### src/hw/rtl/pcc_pkg.sv
// ----------------------------------------------------------------------------
// pcc_pkg - shared types for the primitive pair collision test
// Pair kind codes and the control word that travels along the pipelines.
// ----------------------------------------------------------------------------
package pcc_pkg;

  // pair kind carried with each request
  typedef enum logic [1:0] {
    ACT_SPH_SPH = 2'd0,
    ACT_BOX_BOX = 2'd1,
    ACT_SPH_BOX = 2'd2,
    ACT_BOX_SPH = 2'd3
  } act_t;

  // control word moving with the data through the arithmetic pipelines
  typedef struct packed {
    logic valid;
    logic zero;   // divisor is zero, force a zero quotient
  } ctl_t;

endpackage

### src/hw/rtl/pcc_isqrt.sv
// ----------------------------------------------------------------------------
// pcc_isqrt - pipelined integer square root
// One result bit per register stage, floor(sqrt(in_rad)), IN_W/2 stages.
// ----------------------------------------------------------------------------
module pcc_isqrt #(
  parameter int IN_W = 34
) (
  input  logic                clk,
  input  logic                rst_n,
  input  pcc_pkg::ctl_t       in_ctl,
  input  logic [IN_W-1:0]     in_rad,
  output pcc_pkg::ctl_t       out_ctl,
  output logic [IN_W/2-1:0]   out_root
);

  localparam int STEPS = IN_W / 2;

  logic [IN_W-1:0] rem_r   [STEPS];
  logic [IN_W-1:0] res_r   [STEPS];
  pcc_pkg::ctl_t   ctl_r   [STEPS];
  logic [IN_W-1:0] rem_in  [STEPS];
  logic [IN_W-1:0] res_in  [STEPS];
  pcc_pkg::ctl_t   ctl_in  [STEPS];
  logic [IN_W-1:0] rem_nxt [STEPS];
  logic [IN_W-1:0] res_nxt [STEPS];

  for (genvar g = 0; g < STEPS; g++) begin : g_step
    localparam logic [IN_W-1:0] BIT = {{(IN_W-1){1'b0}}, 1'b1} << (IN_W - 2 - 2 * g);

    // stage input, first stage from the ports
    if (g == 0) begin : g_first
      assign rem_in[g] = in_rad;
      assign res_in[g] = '0;
      assign ctl_in[g] = in_ctl;
    end else begin : g_next
      assign rem_in[g] = rem_r[g-1];
      assign res_in[g] = res_r[g-1];
      assign ctl_in[g] = ctl_r[g-1];
    end

    // one trial subtraction
    always_comb begin
      logic [IN_W-1:0] trial;
      trial = res_in[g] + BIT;
      if (rem_in[g] >= trial) begin
        rem_nxt[g] = rem_in[g] - trial;
        res_nxt[g] = (res_in[g] >> 1) + BIT;
      end else begin
        rem_nxt[g] = rem_in[g];
        res_nxt[g] = res_in[g] >> 1;
      end
    end

    always_ff @(posedge clk) begin
      if (!rst_n) begin
        ctl_r[g] <= '0;
      end else begin
        ctl_r[g] <= ctl_in[g];
      end
      rem_r[g] <= rem_nxt[g];
      res_r[g] <= res_nxt[g];
    end
  end

  assign out_ctl  = ctl_r[STEPS-1];
  assign out_root = res_r[STEPS-1][STEPS-1:0];

endmodule

### config.mk
export PLATFORM = sky130hd
export DESIGN_NAME = pcc_isqrt
export DESIGN_NICKNAME = d
export VERILOG_FILES = /design/src/hw/rtl/pcc_pkg.sv /design/src/hw/rtl/pcc_isqrt.sv
export SDC_FILE = /design/constraint.sdc
export NUM_CORES = 1
export LEC_CHECK = 0
export ABC_AREA = 1
export BUFFER_PORTS_ARGS = -buffer_cell sky130_fd_sc_hd__buf_2
export CAP_MARGIN = 5
export CELL_PAD_IN_SITES_DETAIL_PLACEMENT = 1
export CELL_PAD_IN_SITES_GLOBAL_PLACEMENT = 1
export CORE_UTILIZATION = 49
export CTS_BUF_LIST = sky130_fd_sc_hd__clkbuf_2 sky130_fd_sc_hd__clkbuf_4 sky130_fd_sc_hd__clkbuf_8
export DETAILED_ROUTE_END_ITERATION = 8
export PLACE_DENSITY = 0.93
export SYNTH_ARGS = -nofsm -noshare
export SYNTH_HDL_FRONTEND = slang
export SYNTH_SLANG_ARGS = --single-unit
export TNS_END_PERCENT = 50
### constraint.sdc
create_clock -name clk -period 1.97 [get_ports clk]
set_input_delay 0.0985 -clock clk [delete_from_list [all_inputs] [get_ports clk]]
set_output_delay 0.0985 -clock clk [all_outputs]
set_load 0.05 [all_outputs]
==> out/summary.json, run 1 <==
{
  "netlist.top_cell.by_area": {"value": "sky130_fd_sc_hd__dfxtp_1"},
  "clockBufferDepth": {"value": 3},
  "total_global_route_track_usage": {"value": 78.7, "unit": "%"},
  "input_output_buffers": {"value": 56},
  "cts-htree-levels": {"value": 3},
  "synth_simple_gate_area_share": {"value": 29.6, "unit": "%"},
  "synth_top_area_share": {"value": 45.0, "unit": "%"},
  "clock-sinks": {"value": 731},
  "synth_mux_area_share": {"value": 0, "unit": "%"},
  "grt-ovfl-total": {"value": 739},
  "postSynthRegisterBits": {"value": 731},
  "fp-row-count": {"value": 94},
  "initial_core_util": {"value": 49.5, "unit": "%"},
  "cts.root.buffer_cell": {"value": "sky130_fd_sc_hd__clkbuf_8"},
  "run_status": {"value": "stopped before the end"},
  "yosysUniqueCellTypes": {"value": 56},
  "grt_max_degree": {"value": 35},
  "synth_cells": {"value": 4325},
  "dieWidth": {"value": 260, "unit": "um"},
  "warning_count_from_the_yosys_run": {"value": 0},
  "routabilityCongestion": {"value": 0.958},
  "synth_top_family_by_area": {"value": "simple AND/OR/NAND/NOR gates"},
  "hpwl_after_dpl": {"value": 89600, "unit": "um"},
  "syn_avg_cell_area": {"value": 7.52, "unit": "um2"},
  "netlist_area": {"value": 0.0325, "unit": "mm2"},
  "die_h": {"value": 260, "unit": "um"},
  "top_level_ports": {"value": 57},
  "area_share_of_fa_ha_maj_cells_after_synthesis": {"value": 6.39, "unit": "%"},
  "synth_compound_gate_area_share": {"value": 6.60, "unit": "%"},
  "cts_buffers": {"value": 115},
  "grt_first_pass_wirelength": {"value": 377000, "unit": "um"},
  "synth.yosys.seq_area_share": {"value": 45.0, "unit": "%"},
  "vias_in_the_first_global_route": {"value": 47829},
  "stop_stage": {"value": "5_1_grt"},
  "synth.net_count": {"value": 4529},
  "synth.area.top_cells": {"value": "sky130_fd_sc_hd__dfxtp_1 45%, sky130_fd_sc_hd__nand2_1 14%, sky130_fd_sc_hd__inv_1 7.3%"},
  "post_synthesis_share_of_cell_area_spent_on_xor_and_xnor_gates": {"value": 3.28, "unit": "%"},
  "error_message": {"value": "[ERROR GRT-0116] Global routing finished with congestion. Check the congestion regions in the DRC Viewer."}
}
## per-stage QoR
stage          cells  TNS [ns]  setup slack [ns]  cell area, um2  hold WS (ns)
2_1_floorplan   4325         0             0.166           32500         0.126
3_3_place_gp    5478     -6.29            -0.178           35800         0.201
3_5_place_dp    5478    -23.29            -0.331           35800         0.203
4_1_cts         5852    -0.768           -0.0624           43000        0.0203
## routing by layer
metal  global-route usage [%]  GRT overflow
met1                     74.0            15
met2                     96.4           457
met3                     64.2            10
met4                     84.7           257
met5                     42.9             0
## cell usage after synthesis, drive strengths merged
| library cell | number |
|---|---|
| inv | 698 |
| a31oi | 3 |
| buf | 34 |
| o31ai | 1 |
| nor4b | 1 |
| a211oi | 3 |
| o21a | 4 |
| xor2 | 82 |
| o211ai | 3 |
| nand2 | 1305 |
| clkbuf | 5 |
| nand3b | 39 |
| xnor2 | 40 |
| o21ai | 114 |
| nor4 | 26 |
| nor3b | 3 |
| o21bai | 16 |
| o2111ai | 1 |
| dfxtp | 731 |
| clkinv | 5 |
| nor2b | 2 |
| and2 | 2 |
| nand2b | 3 |
| a21oi | 194 |
| and3 | 4 |
| a21o | 1 |
| nor3 | 55 |
| ha | 166 |
| nand3 | 260 |
| nand4 | 83 |
| a21boi | 5 |
| or2 | 16 |
| nor2 | 420 |
## cells by family after synthesis
group                    count (synthesis)
buffers and inverters                  742
XOR/XNOR                               122
flip-flops                             731
AO/OA/AOI/OAI                          345
AND/OR/NAND/NOR                       2219
adder cells (fa/ha/maj)                166
## what timing repair did
item | 4_1_cts
gates cloned | 8
endpoints found under the setup margin | 278
resized for setup | 658
pin swaps | 113
hold endpoints to repair | 69
setup buffers | 78
hold buffers | 72
==> inputs of run 2 (changes only) <==
==> config.mk (replaced) <==
export PLATFORM = sky130hd
export DESIGN_NAME = pcc_isqrt
export DESIGN_NICKNAME = d
export VERILOG_FILES = /design/src/hw/rtl/pcc_pkg.sv /design/src/hw/rtl/pcc_isqrt.sv
export SDC_FILE = /design/constraint.sdc
export NUM_CORES = 1
export LEC_CHECK = 0
export ABC_AREA = 1
export BUFFER_PORTS_ARGS = -buffer_cell sky130_fd_sc_hd__buf_2
export CAP_MARGIN = 5
export CORE_UTILIZATION = 35
export DETAILED_ROUTE_END_ITERATION = 8
export PLACE_DENSITY_LB_ADDON = 0.15
export SYNTH_ARGS = -nofsm -noshare
export SYNTH_HDL_FRONTEND = slang
export SYNTH_SLANG_ARGS = --single-unit
export TNS_END_PERCENT = 50
==> out/summary.json, run 2 <==
{
  "drv_slew": {"value": 0},
  "warning_count_from_the_yosys_run": {"value": 0},
  "dieWidth": {"value": 307, "unit": "um"},
  "synth_cells": {"value": 4325},
  "total_global_route_track_usage": {"value": 19.4, "unit": "%"},
  "holdWs": {"value": 0.0812, "unit": "ns"},
  "share_of_synthesized_flip_flops_with_an_asynchronous_set_or_reset": {"value": 0, "unit": "%"},
  "routabilityCongestion": {"value": 0.915},
  "dieArea": {"value": 0.0942, "unit": "mm2"},
  "clkTransAtPathRegs": {"value": 0.06, "unit": "ns"},
  "hpwl_after_dpl": {"value": 73900, "unit": "um"},
  "worstSkewPairLatency": {"value": 0.67, "unit": "ns"},
  "run_status": {"value": "finished clean"},
  "stdcell_area": {"value": 0.0426, "unit": "mm2"},
  "maxSlewHeadroom": {"value": 60.6, "unit": "%"},
  "pd_cells": {"value": 1490, "unit": "mW/mm2"},
  "synth.top_cells.by_count": {"value": "1248 x sky130_fd_sc_hd__nand2_1, 731 x sky130_fd_sc_hd__dfxtp_1, 635 x sky130_fd_sc_hd__inv_1, 390 x sky130_fd_sc_hd__nor2_1, 253 x sky130_fd_sc_hd__nand3_1"},
  "clock-skew-final": {"value": 0.0491, "unit": "ns"},
  "synth.area.top_cells": {"value": "sky130_fd_sc_hd__dfxtp_1 45%, sky130_fd_sc_hd__nand2_1 14%, sky130_fd_sc_hd__inv_1 7.3%"},
  "r2r_end": {"value": "rem_r[0][462]"},
  "cts.root.buffer_cell": {"value": "sky130_fd_sc_hd__clkbuf_16"},
  "clockBufferDepth": {"value": 3},
  "r2r_setup_slack": {"value": 0.02, "unit": "ns"},
  "antenna_violating_nets_post_route": {"value": 0},
  "peakVddDrop": {"value": 0.925, "unit": "mV"},
  "cp_data_required_time": {"value": 2.51, "unit": "ns"},
  "insertedDiodeCount": {"value": 0},
  "wire_per_inst": {"value": 15.0, "unit": "um"},
  "global_route.usage.met3": {"value": 2.41, "unit": "%"},
  "detailroute.via_count": {"value": 27869},
  "highest_fanout_seen_on_the_critical_path": {"value": 7},
  "synth_top_area_share": {"value": 45.0, "unit": "%"},
  "wirelength": {"value": 92500, "unit": "um"},
  "startpoint_type": {"value": "flip-flop"},
  "grt-ovfl-total": {"value": 0},
  "synth-main-ff-cell": {"value": "sky130_fd_sc_hd__dfxtp_1"},
  "synth_edf_count": {"value": 0},
  "postSynthRegisterBits": {"value": 731},
  "die_h": {"value": 307, "unit": "um"},
  "setup_violations": {"value": 0},
  "whs_endpoint": {"value": "rem_r[0][7]"},
  "syn_avg_cell_area": {"value": 7.52, "unit": "um2"},
  "critical_path.endpoint_type": {"value": "flip-flop"},
  "max_slew.worst_pin.slew": {"value": 0.592, "unit": "ns"},
  "worst_r2r_startpoint": {"value": "rem_r[0][423]"},
  "drt-vias-per-instance": {"value": 4.51},
  "fp-row-count": {"value": 111},
  "cts_buffers": {"value": 79},
  "synth.net_count": {"value": 4529},
  "drt_iter0_drcs": {"value": 1390},
  "input_output_buffers": {"value": 56},
  "fillers": {"value": 9185},
  "total_drc_errors_in_the_routed_layout": {"value": 0},
  "synth.most_common_cell": {"value": "sky130_fd_sc_hd__nand2_1"},
  "layout_min_cycle_time": {"value": 1.95, "unit": "ns"},
  "cap_violations": {"value": 0},
  "grt.met1_usage": {"value": 25.5, "unit": "%"},
  "worstHoldStart": {"value": "in_rad[7]"},
  "max_freq": {"value": 513, "unit": "MHz"},
  "gr-usage-met2": {"value": 33.0, "unit": "%"},
  "layout_worst_path_cycle_share": {"value": 98.9, "unit": "%"},
  "vias_in_the_first_global_route": {"value": 27137},
  "netlist_area": {"value": 0.0325, "unit": "mm2"},
  "core": {"value": 0.0918, "unit": "mm2"},
  "synth.yosys.seq_area_share": {"value": 45.0, "unit": "%"},
  "num-nets-final": {"value": 5082},
  "netlist.top_cell.by_area": {"value": "sky130_fd_sc_hd__dfxtp_1"},
  "cts-htree-levels": {"value": 3},
  "top_register": {"value": "rem_r"},
  "most_common_library_cell_in_the_layout_ignoring_fill_and_taps": {"value": "sky130_fd_sc_hd__nand2_1"},
  "p_leak": {"value": 21.0, "unit": "nW"},
  "fin_util": {"value": 46.4, "unit": "%"},
  "worstHoldPathType": {"value": "in -> reg"},
  "busiest_grt_layer": {"value": "met2"},
  "grt_max_degree": {"value": 35},
  "final_cell_mix": {"value": "1176 x sky130_fd_sc_hd__nand2_1, 683 x sky130_fd_sc_hd__dfxtp_1, 614 x sky130_fd_sc_hd__inv_1"},
  "worst_ep_arrival_time": {"value": 2.48, "unit": "ns"},
  "drive_gt1_share": {"value": 24.5, "unit": "%"},
  "yosysUniqueCellTypes": {"value": 56},
  "initial_core_util": {"value": 35.4, "unit": "%"},
  "detailedRoute.firstPassIterationCount": {"value": 5},
  "grt_setup_unrepaired": {"value": "yes"},
  "placedInstanceArea": {"value": 0.0371, "unit": "mm2"},
  "r2r.worst_path.cells": {"value": 11},
  "min_delay_path_depth": {"value": 2},
  "number_of_flip_flops_in_the_largest_register": {"value": 544},
  "tritoncts": {"value": "built"},
  "grt_first_pass_wirelength": {"value": 144000, "unit": "um"},
  "critical_path.startpoint": {"value": "rem_r[0][423]"},
  "grt_antenna_before_repair": {"value": 1},
  "crit_type": {"value": "reg -> reg"},
  "top_regs": {"value": "rem_r: 544 flops, res_r: 153 flops, ctl_r: 34 flops"},
  "clock-sinks": {"value": 731},
  "top_level_ports": {"value": 57},
  "finalHoldViolCount": {"value": 0},
  "areaGrowthSynthToFinish": {"value": 30.9, "unit": "%"}
}
[run 2: routing by layer]
metal	vias to the layer above	routed length, um
met4	0	2380
met5	-	0
met3	130	3170
met1	12659	43800
li1	14648	-
met2	432	43200
[run 2: where the power goes]
part / switching (mW) / leakage, nW / internal [mW]
Combinational: 15.1 / 13.5 / 11.4
Clock: 6.39 / 1.34 / 8.88
Sequential: 3.27 / 6.10 / 18.4
Total: 24.8 / 21.0 / 38.7
[run 2: layout make-up]
type / instances / area [um2] / area share (%)
multi-input combinational: 2854 / 16800 / 39.4
sequential: 731 / 14700 / 34.5
timing repair buffer: 509 / 4120 / 9.68
inverter: 703 / 2660 / 6.25
clock buffer: 104 / 2210 / 5.20
tap: 1243 / 1560 / 3.65
clock inverter: 41 / 554 / 1.30
[run 2: what timing repair did]
item / CTS / global route
pin swaps: 19 / 56
setup endpoints to repair: 191 / 256
hold endpoints to repair: 69 / 0
gates resized for setup: 76 / 369
hold buffers: 40 / 0
gates cloned: 1 / 3
buffers inserted: 14 / 21
[run 2: worst max-delay path by stage]
stage | slack, ns | to
floorplan | 0.17 | rem_r[0][265]
global placement | -0.21 | rem_r[0][233]
detailed placement | -0.18 | rem_r[0][460]
CTS | -0.05 | rem_r[0][527]
global route | -0.05 | rem_r[0][302]
finish | 0.02 | rem_r[0][462]
[run 2: kinds of logic after synthesis]
kind of cell               after synthesis  share of synthesized area, %
and+or+nand+nor                       2219                          29.6
buffers and inverters                  742                          9.19
DFF                                    731                          45.0
AOI/OAI and AO/OA                      345                          6.60
adders and majority gates              166                          6.39
xor gates and xnor gates               122                          3.28
[run 2: stage by stage]
step | instances | setup TNS, ns | power (mW) | setup slack [ns]
2_1_floorplan | 4325 | 0 | 36.1 | 0.166
5_1_grt | 6185 | -0.470 | 68.2 | -0.0543
3_3_place_gp | 5961 | -12.88 | 45.3 | -0.207
3_5_place_dp | 5961 | -13.78 | 45.3 | -0.182
4_1_cts | 6161 | -0.0898 | 61.4 | -0.0469
6_report | 6185 | 0 | 63.4 | 0.0226
[run 2: worst max-delay path: stages (launching register included)]
cell	delay, ns
sky130_fd_sc_hd__dfxtp_1	0.35
sky130_fd_sc_hd__ha_4	0.31
sky130_fd_sc_hd__nand2_4	0.07
sky130_fd_sc_hd__nor2_4	0.15
sky130_fd_sc_hd__nand3b_1	0.17
sky130_fd_sc_hd__nor3_2	0.25
sky130_fd_sc_hd__nor2_2	0.07
sky130_fd_sc_hd__nand2_4	0.12
sky130_fd_sc_hd__inv_6	0.07
sky130_fd_sc_hd__buf_12	0.15
sky130_fd_sc_hd__nand2_2	0.06
sky130_fd_sc_hd__nand2_2	0.06
No activity file was read; power rests on OpenSTA's default activity.
